==> config.mk <==
export PLATFORM = sky130hd
export DESIGN_NAME = button_click_double_press_run_control_core
export DESIGN_NICKNAME = d
export VERILOG_FILES = /design/src/rtl/core/bcdp_pkg.sv /design/src/rtl/core/bcdp_csr.sv /design/src/rtl/core/bcdp_step.sv /design/src/rtl/core/button_click_double_press_run_control_core.sv
export SDC_FILE = /design/constraint.sdc
export NUM_CORES = 1
export LEC_CHECK = 0
export ABC_AREA = 1
export BUFFER_PORTS_ARGS = -buffer_cell sky130_fd_sc_hd__buf_2
export CORE_UTILIZATION = 29
export DETAILED_ROUTE_END_ITERATION = 10
export GPL_ROUTABILITY_DRIVEN = 1
export PLACE_DENSITY = 0.5
export SLEW_MARGIN = 15
export SYNTH_ARGS = -nofsm -noshare
export SYNTH_HDL_FRONTEND = slang
export SYNTH_SLANG_ARGS = --single-unit
==> constraint.sdc <==
create_clock -name clock -period 3.9 [get_ports clock]
set_input_delay 0.585 -clock clock [delete_from_list [all_inputs] [get_ports clock]]
set_output_delay 0.585 -clock clock [all_outputs]
set_load 0.03 [all_outputs]
==> src/rtl/core/bcdp_pkg.sv <==
// Shared types and constants for the button double-press run control block.
`default_nettype none

package bcdp_pkg;

   localparam int unsigned TICK_WIDTH      = 8;
   localparam int unsigned CSR_INDEX_WIDTH = 2;
   localparam int unsigned CSR_DATA_WIDTH  = 8;

   localparam logic [CSR_INDEX_WIDTH-1:0] CSR_MIN_PRESS_TICKS     = 2'd0;
   localparam logic [CSR_INDEX_WIDTH-1:0] CSR_DOUBLE_WINDOW_TICKS = 2'd1;

   localparam logic [TICK_WIDTH-1:0] MIN_PRESS_TICKS_RESET     = 8'd8;
   localparam logic [TICK_WIDTH-1:0] DOUBLE_WINDOW_TICKS_RESET = 8'd50;

   typedef struct packed {
      logic key_level;
      logic force_stop;
   } req_type;

   typedef struct packed {
      logic click;
      logic running;
      logic armed;
      logic start_pulse;
      logic stop_pulse;
   } rsp_type;

   typedef struct packed {
      logic [TICK_WIDTH-1:0] min_press_ticks;
      logic [TICK_WIDTH-1:0] double_window_ticks;
   } cfg_type;

   typedef struct packed {
      logic [TICK_WIDTH-1:0] press_ticks;
      logic                  run_flag;
      logic                  arm_flag;
      logic [TICK_WIDTH-1:0] window_ticks;
   } state_type;

endpackage

`default_nettype wire

==> src/rtl/core/bcdp_csr.sv <==
// Configuration registers: minimum press length and double-press window.
`default_nettype none

module bcdp_csr (
   input  wire logic                                   clock,
   input  wire logic                                   reset,
   input  wire logic                                   csr_valid,
   output logic                                        csr_ready,
   input  wire logic [bcdp_pkg::CSR_INDEX_WIDTH-1:0]   csr_index,
   input  wire logic [bcdp_pkg::CSR_DATA_WIDTH-1:0]    csr_wdata,
   output bcdp_pkg::cfg_type                           cfg
);
   import bcdp_pkg::*;

   cfg_type cfg_ff;
   cfg_type cfg_in;

   assign csr_ready = 1'b1;
   assign cfg       = cfg_ff;

   // Writes to an index outside the register list are dropped.
   always_comb begin
      cfg_in = cfg_ff;
      if (csr_valid) begin
         unique case (csr_index)
            CSR_MIN_PRESS_TICKS:     cfg_in.min_press_ticks     = csr_wdata;
            CSR_DOUBLE_WINDOW_TICKS: cfg_in.double_window_ticks = csr_wdata;
            default:                 cfg_in = cfg_ff;
         endcase
      end
   end

   always_ff @(posedge clock) begin
      if (reset) begin
         cfg_ff.min_press_ticks     <= MIN_PRESS_TICKS_RESET;
         cfg_ff.double_window_ticks <= DOUBLE_WINDOW_TICKS_RESET;
      end else begin
         cfg_ff <= cfg_in;
      end
   end

endmodule

`default_nettype wire

==> src/rtl/core/bcdp_step.sv <==
// Next-state and result logic for one key tick.
`default_nettype none

module bcdp_step #(
   parameter int unsigned PRESS_CAP = 200
) (
   input  wire bcdp_pkg::state_type state,
   input  wire bcdp_pkg::cfg_type   cfg,
   input  wire bcdp_pkg::req_type   req,
   output bcdp_pkg::state_type      state_next,
   output bcdp_pkg::rsp_type        rsp
);
   import bcdp_pkg::*;

   logic [TICK_WIDTH:0]   press_sum;
   logic [TICK_WIDTH:0]   window_sum;
   logic [TICK_WIDTH-1:0] press_new;
   logic                  click;
   logic                  run_k;
   logic                  arm_k;
   logic                  start_p;
   logic                  stop_p;
   logic [TICK_WIDTH-1:0] window_k;
   logic                  arm_w;
   logic [TICK_WIDTH-1:0] window_w;

   assign press_sum = {1'b0, state.press_ticks} + (TICK_WIDTH+1)'(1);

   always_comb begin
      // Key step: count while held (saturating), qualify on release.
      click = 1'b0;
      if (req.key_level) begin
         if (press_sum >= (TICK_WIDTH+1)'(PRESS_CAP)) begin
            press_new = TICK_WIDTH'(PRESS_CAP);
         end else begin
            press_new = press_sum[TICK_WIDTH-1:0];
         end
      end else begin
         click     = (state.press_ticks >= cfg.min_press_ticks);
         press_new = '0;
      end

      // Click step: arm, start or stop.
      run_k    = state.run_flag;
      arm_k    = state.arm_flag;
      window_k = state.window_ticks;
      start_p  = 1'b0;
      stop_p   = 1'b0;
      if (click) begin
         if (state.arm_flag) begin
            run_k   = 1'b1;
            arm_k   = 1'b0;
            start_p = 1'b1;
         end else if (state.run_flag) begin
            run_k  = 1'b0;
            arm_k  = 1'b0;
            stop_p = 1'b1;
         end else begin
            arm_k = 1'b1;
         end
         window_k = '0;
      end
   end

   assign window_sum = {1'b0, window_k} + (TICK_WIDTH+1)'(1);

   // Window step: an armed window counts released ticks and expires.
   always_comb begin
      arm_w    = arm_k;
      window_w = window_k;
      if ((press_new == '0) && arm_k) begin
         if (window_sum > {1'b0, cfg.double_window_ticks}) begin
            arm_w    = 1'b0;
            window_w = '0;
         end else begin
            window_w = window_sum[TICK_WIDTH-1:0];
         end
      end
   end

   always_comb begin
      state_next.press_ticks  = press_new;
      state_next.run_flag     = run_k && !req.force_stop;
      state_next.arm_flag     = arm_w;
      state_next.window_ticks = window_w;
      rsp.click               = click;
      rsp.running             = state_next.run_flag;
      rsp.armed               = arm_w;
      rsp.start_pulse         = start_p;
      rsp.stop_pulse          = stop_p;
   end

endmodule

`default_nettype wire

==> src/rtl/core/button_click_double_press_run_control_core.sv <==
// Top level of the button double-press run control block.
//
// Each req item is one 5 ms tick carrying the sampled key level and a stop
// request. For every item the block returns exactly one rsp item with the
// click flag, the run and armed state after the tick, and start and stop
// pulses. Both channels use valid and ready.
//
// The item passes an input register and then a result register, which drives
// rsp_valid. One item can be accepted in every cycle unless both registers are
// full: the tick logic is a single pass of small counters and flags, and the
// run state is updated in the same cycle the result is registered.
//
// When the receiver stalls, the result register holds its item and the input
// register holds the next one; req_ready drops only when both are full.
//
// The csr channel writes min_press_ticks (index 0) and double_window_ticks
// (index 1); other indexes are ignored. It is always ready, and writes are
// expected only while no item is in flight.
// Synchronous reset empties both registers, clears the press counter, run
// flag, armed flag and window counter, and restores register defaults.
`default_nettype none

module button_click_double_press_run_control_core #(
   parameter int unsigned PRESS_CAP = 200
) (
   input  wire logic                                 clock,
   input  wire logic                                 reset,
   input  wire logic                                 req_valid,
   output logic                                      req_ready,
   input  wire bcdp_pkg::req_type                    req_data,
   output logic                                      rsp_valid,
   input  wire logic                                 rsp_ready,
   output bcdp_pkg::rsp_type                         rsp_data,
   input  wire logic                                 csr_valid,
   output logic                                      csr_ready,
   input  wire logic [bcdp_pkg::CSR_INDEX_WIDTH-1:0] csr_index,
   input  wire logic [bcdp_pkg::CSR_DATA_WIDTH-1:0]  csr_wdata
);
   import bcdp_pkg::*;

   cfg_type   cfg;
   state_type state_ff;
   state_type state_in;
   rsp_type   step_rsp;

   logic      in_valid_ff;
   req_type   in_data_ff;
   logic      rsp_valid_ff;
   rsp_type   rsp_data_ff;
   logic      advance;

   bcdp_csr u_csr (
      .clock     (clock),
      .reset     (reset),
      .csr_valid (csr_valid),
      .csr_ready (csr_ready),
      .csr_index (csr_index),
      .csr_wdata (csr_wdata),
      .cfg       (cfg)
   );

   bcdp_step #(
      .PRESS_CAP (PRESS_CAP)
   ) u_step (
      .state      (state_ff),
      .cfg        (cfg),
      .req        (in_data_ff),
      .state_next (state_in),
      .rsp        (step_rsp)
   );

   // The item in the input register moves on when the result slot is free
   // or is being emptied this cycle.
   assign advance   = in_valid_ff && (!rsp_valid_ff || rsp_ready);
   assign req_ready = !in_valid_ff || advance;
   assign rsp_valid = rsp_valid_ff;
   assign rsp_data  = rsp_data_ff;

   always_ff @(posedge clock) begin
      if (reset) begin
         in_valid_ff  <= 1'b0;
         rsp_valid_ff <= 1'b0;
         state_ff     <= '0;
      end else begin
         if (req_ready) begin
            in_valid_ff <= req_valid;
         end
         if (advance) begin
            rsp_valid_ff <= 1'b1;
            state_ff     <= state_in;
         end else if (rsp_ready) begin
            rsp_valid_ff <= 1'b0;
         end
      end
   end

   always_ff @(posedge clock) begin
      if (req_ready && req_valid) begin
         in_data_ff <= req_data;
      end
      if (advance) begin
         rsp_data_ff <= step_rsp;
      end
   end

   // A tick can never both start and stop the run.
   assert property (@(posedge clock) disable iff (reset)
      rsp_valid |-> !(rsp_data.start_pulse && rsp_data.stop_pulse))
      else $error("start and stop pulse in the same item");

   // A start comes only from a click and leaves the window disarmed.
   assert property (@(posedge clock) disable iff (reset)
      (rsp_valid && rsp_data.start_pulse) |-> (rsp_data.click && !rsp_data.armed))
      else $error("start pulse without click or with armed window");

   // A stop leaves the block neither running nor armed.
   assert property (@(posedge clock) disable iff (reset)
      (rsp_valid && rsp_data.stop_pulse) |-> (!rsp_data.running && !rsp_data.armed))
      else $error("stop pulse left run or armed state set");

   // The press counter never passes its cap.
   assert property (@(posedge clock) disable iff (reset)
      state_ff.press_ticks <= TICK_WIDTH'(PRESS_CAP))
      else $error("press counter above cap");

   // The state changes only when an item is processed.
   assert property (@(posedge clock) disable iff (reset)
      !$past(advance) && !$past(reset) |-> $stable(state_ff))
      else $error("state changed without an item");

endmodule

`default_nettype wire
-- After elaboration in Yosys (flattened, before gate mapping)
Index checks and enable logic that the tools add are counted.
W data, S select, Z words.
- add/subtract/negate cells: 2
- magnitude comparators: 3
- eq/ne operators: 1
- muxes and demuxes: 16
- bitwise gates (word level): 1
- reduce and logical (&&, ||, !) cells: 15
- operators by type and width (cell ; number):
    $mux W8 ; 5
    $add A8 B1 Y9 const B ; 2
    $mux W1 ; 11
    $ge A9 B8 Y1 const B ; 1
    $gt A9 B8 Y1 ; 1
    $ge A8 B8 Y1 ; 1
    $logic_not A8 Y1 ; 1
    $logic_and A1 B1 Y1 ; 4
    $reduce_and A2 Y1 ; 2
    $logic_not A1 Y1 ; 3
    $eq A2 B1 Y1 const B ; 1
    $logic_not A2 Y1 ; 1
    $logic_or A1 B1 Y1 ; 2
    $reduce_bool A2 Y1 ; 1
    $reduce_or A2 Y1 ; 1
    $not A1 Y1 ; 1
- flip-flop bits (word level): 43
- input port bits: 17
- output and inout port bits: 8

-- Logic depth before layout (Yosys ltp)
Gate-level depths: netlist of the first run.
- depth in word-level cells: 7
- depth in mapped cells: 30

-- Hierarchy
From an unflattened synthesis of the first run, not the netlist that was laid out.
- cells, all modules: 457
- area total of the unflattened synthesis: 3012.9 µm²
- by module, submodules not included (module ; instances ; cells each ; area each (µm²)):
    bcdp_step ; 1 ; 221 ; 1163.6
    button_click_double_press_run_control_core ; 1 ; 136 ; 1119.8
    bcdp_csr ; 1 ; 100 ; 729.4

-- Worst setup path before layout of the first run
Ideal clock, no wire load.
- kind: flip-flop to flip-flop
- start: reg state_ff[15] (netlist name)
- end: reg rsp_data_ff, in the netlist rsp_data[2], data pin
- setup time: 127 ps
- data arrival time: 2965 ps
- data required time: 3773 ps
- path slack: 807 ps
- cell stages (with the launch flop): 24
- clock period less this slack: 3093 ps
- path through: dfxtp_1 ha_1 a21oi_1 o21a_1 nand3_1 nand2_1 nand3_1 nor2_1 nor2_1 a21oi_1 ha_1 nand2_1 inv_1 o21ai_0 nand2_1 o21bai_1 nand2_1 a21oi_1 nor2_1 a21oi_1 nand3_4 clkinv_4 nor2_1 inv_1
- RTL lines (element ; RTL line ; RTL):
    from (decl) ; button_click_double_press_run_control_core.sv:42 ; state_type state_ff;
    from (signal assigned) ; button_click_double_press_run_control_core.sv:90 ; state_ff <= state_in;
    to (signal assigned) ; button_click_double_press_run_control_core.sv:102 ; rsp_data_ff <= step_rsp;
    to (decl) ; button_click_double_press_run_control_core.sv:49 ; rsp_type rsp_data_ff;

-- Worst setup path after layout of the first run
- start: reg u_csr.cfg_ff, in the netlist u_csr.cfg[13]
- end: reg state_ff[4] (netlist name)
- longest elaborated chain between the ends: 7
- ends and longest elaborated chain (element ; RTL line ; RTL):
    from (decl) ; bcdp_csr.sv:15 ; cfg_type cfg_ff;
    from (signal assigned) ; bcdp_csr.sv:38 ; cfg_ff <= cfg_in;
    $ge A8 B8 Y1 * ; bcdp_step.sv:39 ; click = (state.press_ticks >= cfg.min_press_ticks);
    $mux W1 * ; bcdp_step.sv:32 ; if (req.key_level) begin
    $mux W8 ; bcdp_step.sv:49 ; if (click) begin
    $add A8 B1 Y9 ; bcdp_step.sv:65 ; assign window_sum = {1'b0, window_k} + (TICK_WIDTH+1)'(1);
    $gt A9 B8 Y1 ; bcdp_step.sv:72 ; if (window_sum > {1'b0, cfg.double_window_ticks}) begin
    $mux W8 ; bcdp_step.sv:72 ;
    $mux W8 * ; bcdp_step.sv:71 ; if ((press_new == '0) && arm_k) begin
Mark *: on every way between the ends. The rest lies on a longest branch, timed or not.
A chain may end at the register's enable or synchronous reset.

==> impl_metrics.csv, run 1 <==
group,metric,value,unit
cells_and_area,area_growth,15.85,%
yosys,yosys.cell_types.count,32,
cts,cts_root_buffer,"sky130_fd_sc_hd__clkbuf_8",
cts,cts.sink_count,43,
run_status,run_status,"complete, no violations",
sta,setup_ws,0.5002,ns
routing,wire_per_inst,11.96,µm
yosys,synth_top_cells_by_count,"68 x sky130_fd_sc_hd__nand2_1, 54 x sky130_fd_sc_hd__inv_1, 43 x sky130_fd_sc_hd__a21oi_1",
yosys,post_synth.cell_area_avg,7.198,µm²
floorplan,die_w,95.47,µm
floorplan,design.die.area,0.009115,mm²
setup_path,timing.critical_path.slowest_cell_delay,0.31,ns
placement,pre_cts_slack,0.1989,ns
yosys,synthCells,352,
floorplan,io_pins,25,
yosys,ys.warnings.count,0,
power_and_ir_drop,clkPwrFrac,36.6,%
sta,final_clock_skew,0.003852,ns
power_and_ir_drop,comb_power_share,19.1,%
sta,post-route-period-util,87.18,%
yosys,synth-seq-area-share,36.74,%
setup_path,timing.critical_path.cells,"inv_1 -> ha_1 -> a21oi_1 -> o21a_1 -> nand3_1 -> nand2_2 -> nand3_1 -> nor2_4 -> nor2_1 -> a21oi_1 -> ha_1 -> nand2_1 -> inv_1 -> o21ai_0 -> nand2_1 -> o21bai_1 -> nand2_1 -> a21oi_1 -> nor2_1 -> a21oi_2 -> nand3_4 -> clkinv_4 -> nand2_1 -> a21oi_1",
run,drv_cap,0,
placement,dp_hpwl,4.322,mm
setup_path,crit_path_max_fanout,9,
power_and_ir_drop,leakagePower,1.416,nW
setup_path,critPathLaunchType,"flip-flop",
global_routing,largest_net_degree_at_the_start_of_global_routing,32,
cts,cts_tree,"done",
yosys,synth.cell_area,0.002534,mm²
floorplan,core_box_area,0.008341,mm²
global_routing,grt_overflow,0,
floorplan,die_height,95.47,µm
cells_and_area,stdcell_count,484,
routing,residual_drc_count,0,
floorplan,floorplan.rows,33,
sta,hold_viol,0,
setup_path,endpoint_kind,"flip-flop",
min_path,hold_path.class,"in -> reg",
setup_path,max_stage_delay_cell_worst_path,"sky130_fd_sc_hd__dfxtp_1",
cts,worst_skew_pair.late_latency,0.29,ns
routing,drt_first_pass_iters,4,
power_and_ir_drop,p_sw_share,27.69,%
routing,post_dr_vias_cell,4.678,
routing,drt_iter0_drc,114,
yosys,synth.ff_latch_count,43,
floorplan,initial_core_util,30.38,%
placement,port_buffers,23,
sta,period_minus_slack,3.400,ns
cts,cts_setup_buffers,0,
sta,hold_slack,0.4610,ns
sta,max_slew_headroom,40.38,%
power_and_ir_drop,pwr_density_cell,381.0,mW/mm²
setup_path,required,4.13,ns
yosys,post_synthesis_compound_gate_area_fraction,18.72,%
yosys,most_frequently_used_cell_type_in_the_post_synthesis_netlist,"sky130_fd_sc_hd__nand2_1",
placement,numPlacedInstances,476,
cells_and_area,filler_cell_count,860,
power_and_ir_drop,ir_worst_vdd,0.0001262,V
sta,clock.fmax,294.1,MHz
routing,dr_vias,2264,
yosys,synth_top_area_share,28.44,%
sta,post_route_setup_tns,0,ns
yosys,yosys.area.top_type,"sky130_fd_sc_hd__dfxtp_1",
global_routing,wire_length_of_the_first_global_routing_pass,9.894,mm
cts,cts-root-to-sink-buffers,2,
yosys,synthMuxAreaShare,0,%
yosys,post_synth_and_or_nand_nor_area_fraction,24.64,%
global_routing,grt_util_all_layers,14.12,%
yosys,synthTopCellsByArea,"sky130_fd_sc_hd__dfxtp_1 28%, sky130_fd_sc_hd__nand2_1 10%, sky130_fd_sc_hd__ha_1 8.9%",
yosys,synthXorXnorAreaFrac,0,%
yosys,synth_flop_cell,"sky130_fd_sc_hd__dfxtp_1",
power_and_ir_drop,power_frac_seq,44.2,%
cts,cts.clk_slew.worst_paths,0.08,ns
yosys,dominant_combinational_cell_family_by_area_after_synthesis,"simple AND/OR/NAND/NOR gates",
routing,drt.antenna.violating_nets,0,
cells_and_area,antenna_cells_inserted,0,
placement,dpl_cell_area,0.002788,mm²
sta,grt_setup_unrepaired,"false",
yosys,synth.net_count,387,
yosys,async_flop_share,0,%
cts,cts_inserted_buffers,5,
cts,ctsHtreeMaxLevel,2,
sta,setup_viol,0,
yosys,synth-edff-count,7,
cells_and_area,nNetsFinal,413,
cts,cts_hold_buffers,0,
placement,place_congestion,0.8365,
setup_path,criticalPathCategory,"reg -> reg",
global_routing,first_global_vias,2191,
sta,slew_violations,0,
cells_and_area,stdcell_area,0.002935,mm²
power_and_ir_drop,internal-power,0.8087,mW
setup_path,arrival,3.63,ns
yosys,synth_adder_area_share,8.889,%
power_and_ir_drop,power_switching,0.3098,mW
global_routing,grt_antenna_before_repair,0,
routing,wirelength,5.791,mm
sta,worst-slew-pin-transition,0.8933,ns
cells_and_area,fraction_of_final_layout_cells_sized_beyond_drive_strength_1,16.09,%
[cells in the final DEF, fill, tap and decap left out, drive strengths merged]
| master | Yosys | final |
|---|---|---|
| nand2 | 73 | 73 |
| dfxtp | 36 | 36 |
| nand3 | 20 | 20 |
| nor3b | 1 | 1 |
| nand3b | 1 | 1 |
| inv | 56 | 56 |
| o211ai | 4 | 4 |
| edfxtp | 7 | 7 |
| o21ai | 32 | 32 |
| a211oi | 3 | 3 |
| a31oi | 1 | 1 |
| clkinv | 2 | 2 |
| o21bai | 2 | 2 |
| clkbuf | 7 | 6 |
| nor3 | 3 | 3 |
| nor2 | 28 | 28 |
| conb | 1 | 1 |
| ha | 18 | 18 |
| bufinv | 0 | 2 |
| buf | 5 | 31 |
| a21oi | 45 | 45 |
| nand4 | 6 | 6 |
| o21a | 1 | 1 |
[worst paths after layout]
check / end / startpoint / depth (start not counted) / slack, ns
worst max-delay path: state_ff[4] / u_csr.cfg[13] / 24 / 0.50
worst min register to register: u_csr.cfg[7] / u_csr.cfg[7] / 2 / 0.47
worst min-delay path: in_data_ff[1] / req_data[1] / 1 / 0.46
worst max register to register: state_ff[4] / u_csr.cfg[13] / 24 / 0.50
[registers in the layout (all words and copies together), names as in the netlist]
signal       flops
in_data_ff       2
in_valid_ff      1
rsp_data         5
rsp_valid        1
state_ff        18
u_csr.cfg       16
[power by group through the flow]
stage               combinational (mW)  clock, mW  sequential (mW)
finish                           0.214      0.410            0.495
global route                     0.246      0.441            0.498
global placement                 0.212          0            0.505
CTS                              0.214      0.429            0.495
detailed placement               0.212          0            0.505
floorplan                        0.147          0            0.511
[final cells by class]
class,count,area [µm²],area share (%)
tap,105,131.4,4.476
sequential,43,932.1,31.76
multi-input combinational,239,1341,45.69
inverter,58,222.7,7.587
timing repair buffer,31,175.2,5.968
clock inverter,2,60.06,2.046
clock buffer,6,72.57,2.472
[critical path, delay by kind of cell, from the launching register on]
family,cells,cell delay [ns]
and+or+nand+nor,11,1.15
adders and majority gates,2,0.58
DFF,1,0.31
buffers and inverters,3,0.20
AOI/OAI and AO/OA,8,1.06
[per-stage QoR]
step / util (%) / power (mW)
6_report: 35.19 / 1.118
5_1_grt: 35.19 / 1.186
4_1_cts: 35.01 / 1.137
3_5_place_dp: 33.42 / 0.7177
3_3_place_gp: 33.42 / 0.7174
2_1_floorplan: - / 0.6576
[routing by layer]
metal / wire length (µm) / track usage, %
met5: 0 / 0
met4: 83 / 5.100
met3: 164 / 2.472
met2: 2818 / 24.88
met1: 2725 / 17.09
[kinds of logic after synthesis]
family	after synthesis
AO/OA/AOI/OAI	88
adder cells (fa/ha/maj)	18
buffers and inverters	70
flip-flops	43
other	1
AND/OR/NAND/NOR	132
[what timing repair did]
| action | 4_1_cts | 5_1_grt |
|---|---|---|
| hold endpoints to repair | 0 | 0 |
| setup endpoints to repair | 0 | 10 |
| resized for setup | 0 | 5 |
No activity file was read; power rests on OpenSTA's default activity.
==> inputs of run 2 (changes only) <==
--- a/config.mk
+++ b/config.mk
@@ -7,10 +7,12 @@
 export LEC_CHECK = 0
 export ABC_AREA = 1
 export BUFFER_PORTS_ARGS = -buffer_cell sky130_fd_sc_hd__buf_2
+export CORE_ASPECT_RATIO = 0.7
 export CORE_UTILIZATION = 29
 export DETAILED_ROUTE_END_ITERATION = 10
 export GPL_ROUTABILITY_DRIVEN = 1
 export PLACE_DENSITY = 0.5
+export REMOVE_ABC_BUFFERS = 1
 export SLEW_MARGIN = 15
 export SYNTH_ARGS = -nofsm -noshare
 export SYNTH_HDL_FRONTEND = slang
==> run 2 against run 1 <==
  * Sequential power hardly changed
  * Combinational power barely moved
  * Core utilization shrank 0.42 points
  * Hold slack improved by 0.0035 ns
  * Global-route usage rose by 0.28 points
==> impl_metrics.csv, run 2 (synthesis gave the netlist of run 1 again) <==
group,metric,value,unit
run_status,run_status,"complete, no violations",
setup_path,required,4.11,ns
sta,worst-slew-pin-transition,0.9096,ns
routing,post_dr_vias_cell,4.538,
cts,cts_hold_buffers,0,
routing,wirelength,5.925,mm
floorplan,design.die.area,0.009121,mm²
setup_path,endpoint_kind,"flip-flop",
placement,port_buffers,23,
routing,drt.antenna.violating_nets,0,
cells_and_area,fraction_of_final_layout_cells_sized_beyond_drive_strength_1,16.22,%
global_routing,grt_util_all_layers,14.40,%
floorplan,die_w,113.7,µm
cells_and_area,max_flop_register,"state_ff",
cts,worst_skew_pair.late_latency,0.28,ns
cts,cts-root-to-sink-buffers,2,
routing,dr_vias,2251,
cells_and_area,layout.cells.most_common,"sky130_fd_sc_hd__nand2_1",
setup_path,worst_r2r_path_depth,25,
setup_path,crit_path_max_fanout,8,
global_routing,largest_net_degree_at_the_start_of_global_routing,32,
power_and_ir_drop,power_switching,0.3300,mW
sta,post_route_setup_tns,0,ns
sta,max_slew_headroom,39.29,%
run,drv_cap,0,
power_and_ir_drop,comb_power_share,18.9,%
sta,setup_ws,0.4680,ns
cts,cts.clk_slew.worst_paths,0.06,ns
placement,dp_hpwl,4.477,mm
routing,wire_per_inst,11.95,µm
min_path,hold_path.class,"reg -> reg",
cts,cts_tree,"done",
cells_and_area,antenna_cells_inserted,0,
routing,drt_first_pass_iters,4,
min_path,hold-path-cell-count,2,
setup_path,criticalPathCategory,"reg -> reg",
cts,ctsHtreeMaxLevel,2,
floorplan,initial_core_util,29.88,%
global_routing,first_global_vias,2045,
power_and_ir_drop,leakagePower,1.403,nW
power_and_ir_drop,internal-power,0.7882,mW
global_routing,grt_antenna_before_repair,0,
sta,grt_setup_unrepaired,"false",
placement,pre_cts_slack,0.1345,ns
routing,residual_drc_count,0,
setup_path,arrival,3.64,ns
setup_path,critPathLaunchType,"flip-flop",
global_routing,wire_length_of_the_first_global_routing_pass,10.21,mm
sta,post-route-period-util,88.00,%
sta,setup_viol,0,
power_and_ir_drop,power_frac_seq,44.6,%
floorplan,core_box_area,0.008478,mm²
placement,place_congestion,0.8986,
cells_and_area,filler_cell_count,935,
power_and_ir_drop,clkPwrFrac,36.6,%
cells_and_area,nNetsFinal,410,
sta,hold_viol,0,
cells_and_area,area_growth,16.35,%
floorplan,floorplan.rows,28,
floorplan,die_height,80.21,µm
global_routing,grt_overflow,0,
sta,clock.fmax,291.4,MHz
cells_and_area,most-common-layout-cells,"67 x sky130_fd_sc_hd__nand2_1, 54 x sky130_fd_sc_hd__inv_1, 41 x sky130_fd_sc_hd__a21oi_1",
power_and_ir_drop,p_sw_share,29.51,%
cells_and_area,flip_flop_count_of_the_largest_register_after_layout,18,
cts,cts_inserted_buffers,5,
power_and_ir_drop,pwr_density_cell,379.3,mW/mm²
routing,drt_iter0_drc,108,
sta,final_clock_skew,0.003189,ns
sta,period_minus_slack,3.432,ns
cts,cts_root_buffer,"sky130_fd_sc_hd__clkbuf_16",
cts,cts.sink_count,43,
sta,slew_violations,0,
power_and_ir_drop,ir_worst_vdd,0.0001474,V
floorplan,io_pins,25,
cells_and_area,final_core_utilization,34.77,%
run 2: changes by cell type in the layout (fill, tap and decap cells not counted), moves of 2 or more:
cell                        previous run  this run
sky130_fd_sc_hd__clkbuf_16             0         5
sky130_fd_sc_hd__clkbuf_8              5         0
sky130_fd_sc_hd__buf_4                 8         5
sky130_fd_sc_hd__bufinv_16             2         0
run 2: area by class of cell:
| cell class | instances | area (µm²) | share of cell area [%] |
|---|---|---|---|
| inverter | 58 | 222.7 | 7.555 |
| tap | 120 | 150.1 | 5.093 |
| sequential | 43 | 933.4 | 31.66 |
| timing repair buffer | 28 | 152.6 | 5.178 |
| clock inverter | 2 | 12.51 | 0.4244 |
| multi-input combinational | 239 | 1348 | 45.71 |
| clock buffer | 6 | 128.9 | 4.372 |
run 2: worst max-delay path: stages (launching register included):
cell and delay, ns:
sky130_fd_sc_hd__dfxtp_1 0.30, sky130_fd_sc_hd__inv_1 0.06, sky130_fd_sc_hd__ha_1 0.31, sky130_fd_sc_hd__a21oi_1 0.17, sky130_fd_sc_hd__o21a_1 0.14, sky130_fd_sc_hd__nand3_1 0.08, sky130_fd_sc_hd__nand2_2 0.14, sky130_fd_sc_hd__buf_4 0.17
sky130_fd_sc_hd__inv_1 0.12, sky130_fd_sc_hd__nor2_1 0.15, sky130_fd_sc_hd__nor2_1 0.07, sky130_fd_sc_hd__a21oi_2 0.16, sky130_fd_sc_hd__ha_1 0.27, sky130_fd_sc_hd__nand2_1 0.07, sky130_fd_sc_hd__inv_1 0.06, sky130_fd_sc_hd__o21ai_0 0.07
sky130_fd_sc_hd__nand2_1 0.08, sky130_fd_sc_hd__o21bai_1 0.12, sky130_fd_sc_hd__nand2_1 0.07, sky130_fd_sc_hd__a21oi_1 0.12, sky130_fd_sc_hd__nor2_1 0.07, sky130_fd_sc_hd__a21oi_2 0.16, sky130_fd_sc_hd__nand3_4 0.10, sky130_fd_sc_hd__clkinv_4 0.10
sky130_fd_sc_hd__nand2_1 0.06, sky130_fd_sc_hd__a21oi_1 0.13
run 2: worst paths after layout:
check                startpoint             to  slack, ns
hold reg to reg   u_csr.cfg[13]  u_csr.cfg[13]       0.46
setup reg to reg  u_csr.cfg[15]    state_ff[3]       0.47
setup / recovery  u_csr.cfg[15]    state_ff[3]       0.47
hold / removal    u_csr.cfg[13]  u_csr.cfg[13]       0.46
run 2: what timing repair did:
item,in CTS,in global routing
endpoints found under the setup margin,0,10
buffers inserted,0,0
resized for setup,0,8
hold endpoints to repair,0,0
run 2: through the flow:
step	cells	instance area (µm²)	hold WS [ns]	total power, mW
CTS	496	2925	0.4650	1.130
global placement	488	2784	0.4531	0.7137
floorplan	340	2481	0.4376	0.6520
detailed placement	488	2784	0.4559	0.7156
global route	496	2948	0.4684	1.186
finish	496	2948	0.4645	1.118
run 2: metal layers:
layer	vias up	part of all wire [%]	track usage [%]
met5	-	0	0
met1	1011	57	21.94
met3	4	4.1	3.245
met2	38	38	19.82
li1	1198	-	-
met4	0	0.68	3.684
run 2: power groups by stage:
| stage | clock network, mW | logic [mW] | registers, mW |
|---|---|---|---|
| after floorplan | 0 | 0.138 | 0.514 |
| after global placement | 0 | 0.206 | 0.507 |
| after detailed placement | 0 | 0.208 | 0.507 |
| after CTS | 0.423 | 0.210 | 0.498 |
| after global routing | 0.441 | 0.243 | 0.502 |
| final | 0.409 | 0.211 | 0.498 |
